==> src/rtl/cmph_pkg.sv <==
// ----------------------------------------------------------------------------
// cmph_pkg
// Shared types, widths and the arctangent table for the compass heading block.
// ----------------------------------------------------------------------------
package cmph_pkg;

    localparam int BYTE_W     = 8;
    localparam int RAW_W      = 16;
    localparam int GAIN_W     = 16;
    localparam int FIELD_W    = 17;
    localparam int HEAD_W     = 15;
    localparam int XY_W       = 28;
    localparam int Z_W        = 26;
    localparam int TBL_IDX_W  = 5;
    localparam int TBL_LEN    = 24;
    localparam int AXES       = 3;

    localparam logic [GAIN_W-1:0]       GAIN_RESET  = 16'd6013;
    localparam logic signed [Z_W-1:0]   DEG180_Q16  = 26'sd11796480;
    localparam logic signed [FIELD_W-1:0] FULL_TURN = 17'sd23040;

    localparam int AX_X = 0;
    localparam int AX_Y = 1;
    localparam int AX_Z = 2;

    typedef enum logic [2:0] {
        S_IDLE,
        S_MUL,
        S_LOAD,
        S_ROT,
        S_DONE
    } state_t;

    typedef struct packed {
        logic load;
        logic step;
    } mul_ctrl_t;

    // atan(2^-i) in 1/65536 degree
    function automatic logic signed [Z_W-1:0] atan_q16(input logic [TBL_IDX_W-1:0] idx);
        logic signed [Z_W-1:0] v;
        case (idx)
            5'd0:    v = 26'sd2949120;
            5'd1:    v = 26'sd1740967;
            5'd2:    v = 26'sd919879;
            5'd3:    v = 26'sd466945;
            5'd4:    v = 26'sd234379;
            5'd5:    v = 26'sd117304;
            5'd6:    v = 26'sd58666;
            5'd7:    v = 26'sd29335;
            5'd8:    v = 26'sd14668;
            5'd9:    v = 26'sd7334;
            5'd10:   v = 26'sd3667;
            5'd11:   v = 26'sd1833;
            5'd12:   v = 26'sd917;
            5'd13:   v = 26'sd458;
            5'd14:   v = 26'sd229;
            5'd15:   v = 26'sd115;
            5'd16:   v = 26'sd57;
            5'd17:   v = 26'sd29;
            5'd18:   v = 26'sd14;
            5'd19:   v = 26'sd7;
            5'd20:   v = 26'sd4;
            5'd21:   v = 26'sd2;
            5'd22:   v = 26'sd1;
            default: v = 26'sd0;
        endcase
        return v;
    endfunction

endpackage

==> src/rtl/cmph_mul.sv <==
// ----------------------------------------------------------------------------
// cmph_mul
// Bit-serial signed-by-unsigned multiplier, one gain bit per cycle while
// ctrl.step is high, with round-half-up to Q.4 and saturation to 17 bits.
// ----------------------------------------------------------------------------
module cmph_mul
    import cmph_pkg::*;
(
    input  logic                       clk,
    input  mul_ctrl_t                  ctrl,
    input  logic [BYTE_W-1:0]          raw_high,
    input  logic [BYTE_W-1:0]          raw_low,
    input  logic [GAIN_W-1:0]          gain,
    output logic signed [FIELD_W-1:0]  field
);

    logic signed [RAW_W-1:0]   raw_reg;
    logic signed [RAW_W:0]     hi_reg;
    logic signed [RAW_W:0]     hi_next;
    logic [GAIN_W-1:0]         lo_reg;
    logic [GAIN_W-1:0]         lo_next;
    logic signed [RAW_W+1:0]   sum;
    logic signed [RAW_W+GAIN_W:0]   prod;
    logic signed [RAW_W+GAIN_W+1:0] prod_r;
    logic signed [RAW_W+GAIN_W-11:0] q;

    always_comb
    begin
        sum     = {hi_reg[RAW_W], hi_reg}
                + (lo_reg[0] ? {{2{raw_reg[RAW_W-1]}}, raw_reg} : '0);
        hi_next = sum[RAW_W+1:1];
        lo_next = {sum[0], lo_reg[GAIN_W-1:1]};
    end

    always_ff @(posedge clk)
    begin
        if (ctrl.load)
        begin
            raw_reg <= {raw_high, raw_low};
            hi_reg  <= '0;
            lo_reg  <= gain;
        end
        else if (ctrl.step)
        begin
            hi_reg <= hi_next;
            lo_reg <= lo_next;
        end
    end

    always_comb
    begin
        prod   = {hi_reg, lo_reg};
        prod_r = {prod[RAW_W+GAIN_W], prod} + 34'sd2048;
        q      = prod_r[RAW_W+GAIN_W+1:12];
        if (q > 22'sd65535)
            field = 17'sd65535;
        else if (q < -22'sd65536)
            field = -17'sd65536;
        else
            field = q[FIELD_W-1:0];
    end

endmodule

==> src/rtl/cmph_cordic.sv <==
// ----------------------------------------------------------------------------
// cmph_cordic
// Iterative vectoring CORDIC, one micro-rotation per cycle, giving
// atan2(y, x) in 1/64 degree wrapped to 0 up to but not including 360.
// ----------------------------------------------------------------------------
module cmph_cordic
    import cmph_pkg::*;
#(
    parameter int CORDIC_STEPS = 16
)
(
    input  logic                       clk,
    input  logic                       rst_n,
    input  logic                       start,
    input  logic signed [FIELD_W-1:0]  fx,
    input  logic signed [FIELD_W-1:0]  fy,
    output logic                       done,
    output logic [HEAD_W-1:0]          heading
);

    localparam int STEPS_USED = (CORDIC_STEPS > TBL_LEN) ? TBL_LEN : CORDIC_STEPS;
    localparam int CNT_W      = (STEPS_USED > 1) ? $clog2(STEPS_USED) : 1;
    localparam logic [CNT_W-1:0] CNT_LAST = CNT_W'(STEPS_USED - 1);

    logic signed [XY_W-1:0]  x_reg;
    logic signed [XY_W-1:0]  y_reg;
    logic signed [Z_W-1:0]   z_reg;
    logic [CNT_W-1:0]        cnt_reg;
    logic                    busy_reg;
    logic                    done_reg;
    logic                    zero_reg;

    logic signed [XY_W-1:0]  x0;
    logic signed [XY_W-1:0]  y0;
    logic signed [XY_W-1:0]  dx;
    logic signed [XY_W-1:0]  dy;
    logic signed [Z_W-1:0]   ang;
    logic signed [Z_W:0]     z_rnd;
    logic signed [FIELD_W-1:0] h;
    logic signed [FIELD_W-1:0] h_wrap;

    always_comb
    begin
        x0  = {{3{fx[FIELD_W-1]}}, fx, 8'd0};
        y0  = {{3{fy[FIELD_W-1]}}, fy, 8'd0};
        dx  = y_reg >>> cnt_reg;
        dy  = x_reg >>> cnt_reg;
        ang = atan_q16(TBL_IDX_W'(cnt_reg));
    end

    always_ff @(posedge clk or negedge rst_n)
    begin
        if (!rst_n)
        begin
            busy_reg <= 1'b0;
            done_reg <= 1'b0;
            cnt_reg  <= '0;
        end
        else
        begin
            done_reg <= 1'b0;
            if (start)
            begin
                busy_reg <= 1'b1;
                cnt_reg  <= '0;
            end
            else if (busy_reg)
            begin
                if (cnt_reg == CNT_LAST)
                begin
                    busy_reg <= 1'b0;
                    done_reg <= 1'b1;
                end
                else
                begin
                    cnt_reg <= cnt_reg + 1'b1;
                end
            end
        end
    end

    always_ff @(posedge clk)
    begin
        if (start)
        begin
            zero_reg <= (fx == '0) && (fy == '0);
            if (fx[FIELD_W-1])
            begin
                x_reg <= -x0;
                y_reg <= -y0;
                z_reg <= DEG180_Q16;
            end
            else
            begin
                x_reg <= x0;
                y_reg <= y0;
                z_reg <= '0;
            end
        end
        else if (busy_reg)
        begin
            if (!y_reg[XY_W-1])
            begin
                x_reg <= x_reg + dx;
                y_reg <= y_reg - dy;
                z_reg <= z_reg + ang;
            end
            else
            begin
                x_reg <= x_reg - dx;
                y_reg <= y_reg + dy;
                z_reg <= z_reg - ang;
            end
        end
    end

    always_comb
    begin
        z_rnd = {z_reg[Z_W-1], z_reg} + 27'sd512;
        h     = z_rnd[Z_W:10];
        if (h < 0)
            h_wrap = h + FULL_TURN;
        else if (h >= FULL_TURN)
            h_wrap = h - FULL_TURN;
        else
            h_wrap = h;
        heading = zero_reg ? '0 : h_wrap[HEAD_W-1:0];
        done    = done_reg;
    end

endmodule

==> src/rtl/compass_heading_with_offset_tracking_top.sv <==
// ----------------------------------------------------------------------------
// compass_heading_with_offset_tracking_top
// Magnetometer sample to scaled field, heading and hard-iron offsets.
// ----------------------------------------------------------------------------
// One beat on the input channel (in_valid/in_ready) carries the six raw
// sample bytes in X, Z, Y big-endian order. One beat on the output channel
// (out_valid/out_ready) returns the three Q.4 fields, the heading in 1/64
// degree and the running (max+min)/2 offsets per axis.
// The gain is written through cfg_wr_en/cfg_wr_data; the user must write it
// only while the block is idle, as the block itself does not enforce this.
// The three bit-serial multipliers work through the gain one bit at a time,
// then the shared iterative CORDIC runs, with CORDIC_STEPS capped at 24.
// out_valid and in_ready rise at the same edge, so the block takes no new
// sample until the last result has been loaded into the output register.
// A result waiting in the output register does not block acceptance of the
// next sample; only when that next result is finished and the output is still
// held does the block wait for out_ready.
// Reset clears the min/max trackers to zero, loads the gain with 6013 and
// drops out_valid.
// ----------------------------------------------------------------------------
module compass_heading_with_offset_tracking_top
    import cmph_pkg::*;
#(
    parameter int CORDIC_STEPS = 16
)
(
    input  logic                       clk,
    input  logic                       rst_n,
    input  logic                       cfg_wr_en,
    input  logic [GAIN_W-1:0]          cfg_wr_data,
    input  logic                       in_valid,
    output logic                       in_ready,
    input  logic [BYTE_W-1:0]          x_high,
    input  logic [BYTE_W-1:0]          x_low,
    input  logic [BYTE_W-1:0]          z_high,
    input  logic [BYTE_W-1:0]          z_low,
    input  logic [BYTE_W-1:0]          y_high,
    input  logic [BYTE_W-1:0]          y_low,
    output logic                       out_valid,
    input  logic                       out_ready,
    output logic signed [FIELD_W-1:0]  field_x,
    output logic signed [FIELD_W-1:0]  field_y,
    output logic signed [FIELD_W-1:0]  field_z,
    output logic [HEAD_W-1:0]          heading,
    output logic signed [FIELD_W-1:0]  offset_x,
    output logic signed [FIELD_W-1:0]  offset_y,
    output logic signed [FIELD_W-1:0]  offset_z
);

    localparam int MUL_CNT_W = $clog2(GAIN_W);
    localparam logic [MUL_CNT_W-1:0] MUL_LAST = MUL_CNT_W'(GAIN_W - 1);

    state_t                    state_reg;
    state_t                    state_next;
    logic [MUL_CNT_W-1:0]      mul_cnt_reg;
    logic [GAIN_W-1:0]         gain_scale_reg;
    logic                      out_valid_reg;
    logic                      out_valid_next;

    mul_ctrl_t                 mul_ctrl;
    logic                      accept;
    logic                      cordic_start;
    logic                      cordic_done;
    logic                      out_load;
    logic [HEAD_W-1:0]         cordic_heading;

    logic signed [FIELD_W-1:0] fld [AXES];
    logic signed [FIELD_W-1:0] min_reg [AXES];
    logic signed [FIELD_W-1:0] max_reg [AXES];
    logic signed [FIELD_W-1:0] min_next [AXES];
    logic signed [FIELD_W-1:0] max_next [AXES];
    logic signed [FIELD_W:0]   off_sum [AXES];

    logic signed [FIELD_W-1:0] field_x_reg;
    logic signed [FIELD_W-1:0] field_y_reg;
    logic signed [FIELD_W-1:0] field_z_reg;
    logic [HEAD_W-1:0]         heading_reg;
    logic signed [FIELD_W-1:0] offset_x_reg;
    logic signed [FIELD_W-1:0] offset_y_reg;
    logic signed [FIELD_W-1:0] offset_z_reg;

    cmph_mul u_mul_x (
        .clk      (clk),
        .ctrl     (mul_ctrl),
        .raw_high (x_high),
        .raw_low  (x_low),
        .gain     (gain_scale_reg),
        .field    (fld[AX_X])
    );

    cmph_mul u_mul_y (
        .clk      (clk),
        .ctrl     (mul_ctrl),
        .raw_high (y_high),
        .raw_low  (y_low),
        .gain     (gain_scale_reg),
        .field    (fld[AX_Y])
    );

    cmph_mul u_mul_z (
        .clk      (clk),
        .ctrl     (mul_ctrl),
        .raw_high (z_high),
        .raw_low  (z_low),
        .gain     (gain_scale_reg),
        .field    (fld[AX_Z])
    );

    cmph_cordic #(
        .CORDIC_STEPS (CORDIC_STEPS)
    ) u_cordic (
        .clk     (clk),
        .rst_n   (rst_n),
        .start   (cordic_start),
        .fx      (fld[AX_X]),
        .fy      (fld[AX_Y]),
        .done    (cordic_done),
        .heading (cordic_heading)
    );

    always_ff @(posedge clk or negedge rst_n)
    begin
        if (!rst_n)
            gain_scale_reg <= GAIN_RESET;
        else if (cfg_wr_en)
            gain_scale_reg <= cfg_wr_data;
    end

    always_comb
    begin
        state_next     = state_reg;
        in_ready       = 1'b0;
        cordic_start   = 1'b0;
        out_load       = 1'b0;
        mul_ctrl.load  = 1'b0;
        mul_ctrl.step  = 1'b0;
        case (state_reg)
            S_IDLE:
            begin
                in_ready      = 1'b1;
                mul_ctrl.load = in_valid;
                if (in_valid)
                    state_next = S_MUL;
            end
            S_MUL:
            begin
                mul_ctrl.step = 1'b1;
                if (mul_cnt_reg == MUL_LAST)
                    state_next = S_LOAD;
            end
            S_LOAD:
            begin
                cordic_start = 1'b1;
                state_next   = S_ROT;
            end
            S_ROT:
            begin
                if (cordic_done)
                    state_next = S_DONE;
            end
            S_DONE:
            begin
                if (!out_valid_reg || out_ready)
                begin
                    out_load   = 1'b1;
                    state_next = S_IDLE;
                end
            end
            default:
            begin
                state_next = S_IDLE;
            end
        endcase
        accept = in_valid && in_ready;
        if (out_load)
            out_valid_next = 1'b1;
        else if (out_ready)
            out_valid_next = 1'b0;
        else
            out_valid_next = out_valid_reg;
    end

    always_ff @(posedge clk or negedge rst_n)
    begin
        if (!rst_n)
        begin
            state_reg     <= S_IDLE;
            mul_cnt_reg   <= '0;
            out_valid_reg <= 1'b0;
        end
        else
        begin
            state_reg     <= state_next;
            out_valid_reg <= out_valid_next;
            if (accept)
                mul_cnt_reg <= '0;
            else if (mul_ctrl.step)
                mul_cnt_reg <= mul_cnt_reg + 1'b1;
        end
    end

    // running extremes and offsets, one lane per axis
    always_comb
    begin
        for (int k = 0; k < AXES; k++)
        begin
            min_next[k] = (fld[k] < min_reg[k]) ? fld[k] : min_reg[k];
            max_next[k] = (fld[k] > max_reg[k]) ? fld[k] : max_reg[k];
            off_sum[k]  = {max_next[k][FIELD_W-1], max_next[k]}
                        + {min_next[k][FIELD_W-1], min_next[k]};
        end
    end

    always_ff @(posedge clk or negedge rst_n)
    begin
        if (!rst_n)
        begin
            for (int k = 0; k < AXES; k++)
            begin
                min_reg[k] <= '0;
                max_reg[k] <= '0;
            end
        end
        else if (out_load)
        begin
            for (int k = 0; k < AXES; k++)
            begin
                min_reg[k] <= min_next[k];
                max_reg[k] <= max_next[k];
            end
        end
    end

    always_ff @(posedge clk)
    begin
        if (out_load)
        begin
            field_x_reg  <= fld[AX_X];
            field_y_reg  <= fld[AX_Y];
            field_z_reg  <= fld[AX_Z];
            heading_reg  <= cordic_heading;
            offset_x_reg <= off_sum[AX_X][FIELD_W:1];
            offset_y_reg <= off_sum[AX_Y][FIELD_W:1];
            offset_z_reg <= off_sum[AX_Z][FIELD_W:1];
        end
    end

    assign out_valid = out_valid_reg;
    assign field_x   = field_x_reg;
    assign field_y   = field_y_reg;
    assign field_z   = field_z_reg;
    assign heading   = heading_reg;
    assign offset_x  = offset_x_reg;
    assign offset_y  = offset_y_reg;
    assign offset_z  = offset_z_reg;

    // extremes start at zero, so min never goes above it nor max below it
    a_extreme_sign: assert property (@(posedge clk) disable iff (!rst_n)
        !min_reg[AX_X][FIELD_W-1] |-> min_reg[AX_X] == '0)
        else $error("x minimum above zero");

    a_max_sign: assert property (@(posedge clk) disable iff (!rst_n)
        !max_reg[AX_Y][FIELD_W-1] || max_reg[AX_Y] == '0)
        else $error("y maximum below zero");

    a_accept_mul: assert property (@(posedge clk) disable iff (!rst_n)
        accept |=> state_reg == S_MUL && mul_cnt_reg == '0)
        else $error("multiply did not start after input beat");

    a_done_in_rot: assert property (@(posedge clk) disable iff (!rst_n)
        cordic_done |-> state_reg == S_ROT)
        else $error("rotation finished outside the rotate state");

    a_out_from_done: assert property (@(posedge clk) disable iff (!rst_n)
        $rose(out_valid_reg) |-> $past(state_reg) == S_DONE)
        else $error("output beat raised outside the done state");

endmodule

==> config.mk <==
export PLATFORM = sky130hd
export DESIGN_NAME = compass_heading_with_offset_tracking_top
export DESIGN_NICKNAME = d
export VERILOG_FILES = /design/src/rtl/cmph_pkg.sv /design/src/rtl/cmph_mul.sv /design/src/rtl/cmph_cordic.sv /design/src/rtl/compass_heading_with_offset_tracking_top.sv
export SDC_FILE = /design/constraint.sdc
export NUM_CORES = 2
export LEC_CHECK = 0
export BUFFER_PORTS_ARGS = -buffer_cell sky130_fd_sc_hd__buf_4
export CAP_MARGIN = 30
export CORE_MARGIN = 2
export CORE_UTILIZATION = 50
export DETAILED_ROUTE_END_ITERATION = 10
export PLACE_DENSITY_LB_ADDON = 0.08
export SYNTH_ARGS = -nofsm -noshare
export SYNTH_HDL_FRONTEND = slang
export SYNTH_SLANG_ARGS = --single-unit
==> constraint.sdc <==
create_clock -name clk -period 12.1 [get_ports clk]
set_input_delay 2.42 -clock clk [delete_from_list [all_inputs] [get_ports clk]]
set_output_delay 2.42 -clock clk [all_outputs]
set_load 0.01 [all_outputs]
Word level (Yosys, flattened, before mapping)
Memories as Yosys holds them, arrays and structs flattened.
Index checks and enable logic that the tools add are counted.
{"block": "word_totals", "reg_bits": 479, "romBits": 352, "word_cells": 155, "mem_count": 1}
{"block": "classes", "addsub": 22, "n_lt_le_gt_ge": 14, "n_eq_ne": 11, "n_shift": 2, "mux": 59, "n_reduce_logical": 13}
{"name": "(no name shown)", "depth": 16, "width": 22, "rd": 1, "rd_clocked_by_memory_dff": 0, "wr": 0, "line_no": "cmph_pkg.sv:42", "rtl": "case (idx)"}
{"cell": "2-to-1 mux 28 bit", "count": 8}
{"cell": "2-to-1 mux 17 bit", "count": 12}
{"cell": "adder 33 x 13 -> 34 bit, second input constant", "count": 3}
{"cell": "2-to-1 mux 16 bit", "count": 6}
{"cell": "2-to-1 mux 26 bit", "count": 3}
{"cell": "> comparator 22 x 17 -> 1 bit, second input constant", "count": 3}
{"cell": "< comparator 22 x 17 -> 1 bit, second input constant", "count": 3}
{"cell": "adder 28 bit", "count": 2}
{"cell": "negator 25 -> 28 bit", "count": 2}
{"cell": ">>> shifter 28 x 4 -> 28 bit", "count": 2}
{"cell": "subtractor 28 bit", "count": 2}
{"cell": "adder 17 x 17 -> 18 bit", "count": 3}
{"cell": "adder 18 bit", "count": 3}
{"cell": "2-to-1 mux 18 bit", "count": 3}
{"cell": "> comparator 17 bit", "count": 3}
{"cell": "< comparator 17 bit", "count": 3}
{"cell": "logical NOT 17 bit", "count": 2}
{"cell": "2-to-1 mux 15 bit", "count": 2}
{"cell": "adder 26 x 11 -> 27 bit, second input constant", "count": 1}
{"cell": "adder 26 bit", "count": 1}
{"cell": "subtractor 26 bit", "count": 1}
{"cell": "2-to-1 mux 24 bit", "count": 1}
{"cell": "2-to-1 mux 4 bit", "count": 5}
{"cell": "greater-or-equal comparator 17 x 16 -> 1 bit, second input constant", "count": 1}
{"cell": "other kinds (20)", "count": 46}

Longest topological paths before layout
{"block": "depth", "depth_word": 7, "mapped_depth": 33, "depth_no_buf": 30}

Cells and area by module
From an unflattened synthesis, not the netlist that was laid out.
{"block": "hier_totals", "cells_unflattened": 3902, "area_unflattened_um2": 37511.0}
{"module": "compass_heading_with_offset_tracking_top", "n_inst": 1, "cells_per_inst": 1341, "area_each_um2": 14323.7, "seq_area_each_um2": 6678.9}
{"module": "cmph_cordic", "n_inst": 1, "cells_per_inst": 1622, "area_each_um2": 13780.7, "seq_area_each_um2": 2642.5}
{"module": "cmph_mul", "n_inst": 3, "cells_per_inst": 313, "area_each_um2": 3135.5, "seq_area_each_um2": 1301.2}

Least setup slack after synthesis
No wires, ideal clock.
{"block": "synth_path", "path_kind": "register to register", "startpoint": "reg u_mul_y.lo_reg[11]", "endpoint": "reg offset_y_reg[15] (netlist: offset_y[15]) (data pin)", "setup_ns": 0.258, "arrival_ns": 7.323, "setup_slack_ns": 4.520, "stages_incl_launch_ff": 31, "n_path_buf": 2, "path_cell_list": "edfxtp_1 -> ha_1 -> nand3_1 -> or4_1 -> or3_1 -> a221oi_2 -> o21ai_2 -> clkbuf_1 -> o21ai_0 -> ha_1 -> a21o_1 -> a21o_1 -> a2111oi_0 -> o31a_1 -> nor2b_2 -> xnor2_4 -> buf_6 -> mux2_1 -> ha_1 -> a21o_1 -> a21oi_1 -> o21bai_1 -> a21oi_1 -> o21bai_1 -> a21oi_1 -> nor2b_1 -> o21a_1 -> o41a_1 -> a211o_1 -> a21oi_1 -> xnor2_1"}
{"item": "start: declaration", "line_no": "cmph_mul.sv:20", "rtl": "logic [GAIN_W-1:0] lo_reg;"}
{"item": "start signal: assignment", "line_no": "cmph_mul.sv:41", "rtl": "lo_reg <= gain;"}
{"item": "start signal: assignment", "line_no": "cmph_mul.sv:46", "rtl": "lo_reg <= lo_next;"}
{"item": "end signal: assignment", "line_no": "compass_heading_with_offset_tracking_top.sv:243", "rtl": "offset_y_reg <= off_sum[AX_Y][FIELD_W:1];"}
{"item": "end: declaration", "line_no": "compass_heading_with_offset_tracking_top.sv:79", "rtl": "logic signed [FIELD_W-1:0] offset_y_reg;"}

==> results.md <==
- DIE HEIGHT: roughly 270 um
- Global Route Usage Sum: between 20% and 30%
- Slew @ Worst Pin: 0.937 ns
- Setup bufs post-CTS: 0
- DR vias/cell: 5.72
- PostCTS Resize Cnt: 0
- GP Congestion: around 0.9
- Grt ovf: 0
- Largest net degree at the start of global routing: 97
- Required time worst endpoint: 12.49 ns
- CTS tree: done
- First-pass detailed-route iteration total: 6
- Clock Skews: 0.0517 ns
- Number of flops mapped to enable cells by yosys: 296
- IO Pins: 188
- Cells after Synth: 3,875
- Status: completed
- Setup_tns: 0 ns
- Synthesized cell area: 35,900 um^2
- Yosys reg bits: 479
- Initial core utilization: 50.4%
- Tmin final: 8.77 ns
- H-Tree Depth: 2
- # DRC: 0
- Wirelength per Cell: 18.4 um
- RSZ-0062 raised after global routing: false
- Clk sinks: 479
- Initial antenna violation count: 1
- Die X: 272 um
- Deepest clock path buffer count: 3
- Startpoint types: flop
- Ant diodes: 0
- Worst-path clk slew: 0.06 ns
- Post-synthesis sequential area ratio: 36.8%
- Max incr delay on CP: 0.64 ns
- Element type at the critical path end: flop
- Filler cells: ~6,500
- Synth top area cells: edfxtp_1, ha_1, dfrtp_1
- Slowest cell on crit path: o21ai_1
- Syn_area_per_cell: 9.27 um^2
- Total number of vias: 28,600
- Hold Fails Final Rpt: 0
- Crit path kind: flop to flop
- TritonCTS Buffers: 57
- Rel. slew slack: 37.5%
- Synth top area share: 24.8%
- Reg2Reg Setup Slack: ~3.3 ns
- Row Count: 98
- Setup violations, final: 0
- Most frequent CP cell: a21oi_1
- Layout cells sized above 1: between 10% and 20%
- Synth async-reset ratio: 27.6%
- Synth unique cells: 102
- Max-Cap Viols: 0
- F_max: between 100 and 150 MHz
- Hold Path Class: flop to flop
- Final period util: 72.4%
- Synth warn: 0
- Leading area contributor after synthesis: edfxtp_1
- Hold buffer count at cts: 0
- Worst-Skew Late Latency: 0.64 ns
- Worst-path fanout max: 25
- Syn-to-layout area delta: 11.8%
- ANT nets after route: 0
- Die area: about 74,000 um^2
- Total Nets Final: 4,367
- Slew Limit Fails: 0
- Primary FF master, synth: edfxtp_1
- First-pass GRT wire length: 147 mm
- Via count of the first global-routing pass: 26,700
- Count of routing violations after the opening detailed-route iteration: approximately 1,900
- CP arrival: 9.15 ns
- Syn_nets: 4,249
- Post-DP HPWL: 68.2 mm
- Routed WL: 92.1 mm
- Core Area: between 70,000 and 80,000 um^2
- Root Buffer: clkbuf_16
- Port bufs: 187
cell type report:
type                            count  area, um^2  area share, %
Clock inverter                     26         265          0.661
Tap cell                          950        1190           2.96
Timing Repair Buffer              225        1760           4.39
Multi-Input combinational cell   3018       21200           52.9
Inverter                          212         803           2.00
Sequential cell                   479       13200           33.0
Clock buffer                       81        1670           4.16
placed cells by master, fill, tap and decap left out, types with 16 or more instances in the layout:
master       n
a211oi_1    25
clkinv_2    16
dfxtp_1     51
ha_1       296
edfxtp_1   296
nor3_1      60
nor2b_1     25
or3_1       24
o21a_1      31
clkbuf_16   60
nand4_1     31
buf_4      219
o21bai_1    26
nand2b_1    27
xnor2_1    194
mux2_2      91
mux2i_1     41
a21oi_1    271
o211ai_1    18
and3_1      39
nand3_1    115
dfrtp_1    118
a31oi_1     42
inv_1      201
o31ai_1     28
o21ai_1     26
nor2_1     296
and2_1      81
a21o_1      60
nand2_1    448
mux4_2      58
xor2_1     127
o21ai_0    310
worst paths after layout:
| kind | start | endpoint | cells after the start |
|---|---|---|---|
| max in group asynchronous | rst_n | u_cordic.done$_DFF_PN0_ | 2 |
| worst min-delay path | max_reg[29]$_DFFE_PN0P_ | max_reg[29]$_DFFE_PN0P_ | 1 |
| worst max-delay path | u_mul_y.lo_reg[11]$_DFFE_PP_ | offset_y[15]$_DFFE_PP_ | 28 |
| worst max register to register | u_mul_y.lo_reg[11]$_DFFE_PP_ | offset_y[15]$_DFFE_PP_ | 28 |
| worst min register to register | max_reg[29]$_DFFE_PN0P_ | max_reg[29]$_DFFE_PN0P_ | 1 |
| min in group asynchronous | rst_n | max_reg[50]$_DFFE_PN0P_ | 1 |
synthesized netlist by cell type, drive strengths merged (26+ instances only):
master  count
nor2      297
o31ai      29
nand3     117
dfrtp     122
xor2      127
nand2     451
xnor2     195
mux2i      41
mux4       58
o21a       32
and3       40
nand2b     28
clkbuf    116
mux2       99
a21o       60
nand4      32
and2       82
edfxtp    296
inv       210
a31oi      42
a21oi     272
nor2b      26
nor3       63
ha        296
dfxtp      51
buf        50
o21ai     339
o21bai     27
stage by stage:
step,utilization (%),hold slack (ns),cell area [um^2],worst slack [ns],std cells
after global placement,53.5,0.489,38100,2.94,4879
after CTS,56.2,0.509,40000,2.79,4987
after detailed placement,53.5,0.495,38100,2.79,4880
after global routing,56.3,0.516,40100,2.80,4991
final,56.3,0.505,40100,3.33,4991
after floorplan,-,0.475,35900,4.52,3875
per-layer routing:
metal  global-route usage [%]  part of all wire, %
met5                        0                0.018
met2                     39.0                   46
met1                     35.3                   47
met4                     6.39                  2.4
met3                     3.26                  4.6
kinds of logic (layout without fill, tap and decap cells):
kind of cell / after synthesis / in the layout / synth area share [%]
DFF: 479 / 479 / 36.8
muxes: 198 / 198 / 7.89
AOI/OAI and AO/OA: 961 / 961 / 16.3
adders and majority gates: 305 / 305 / 10.8
and+or+nand+nor: 1232 / 1232 / 16.1
xor gates and xnor gates: 322 / 322 / 7.91
buffers and inverters: 378 / 544 / 4.16
worst max-delay path, delay by kind of cell, from the launching register on:
family | cells | cell delay [ns]
AND/OR/NAND/NOR | 5 | 1.38
AO/OA/AOI/OAI | 17 | 4.83
XOR/XNOR | 2 | 0.39
adder cells (fa/ha/maj) | 3 | 1.16
multiplexers | 1 | 0.29
flip-flops | 1 | 0.44
Power is left out: the tool's default activity adds up to more than one toggle a clock period on the data nets, which glitch-free logic cannot reach.
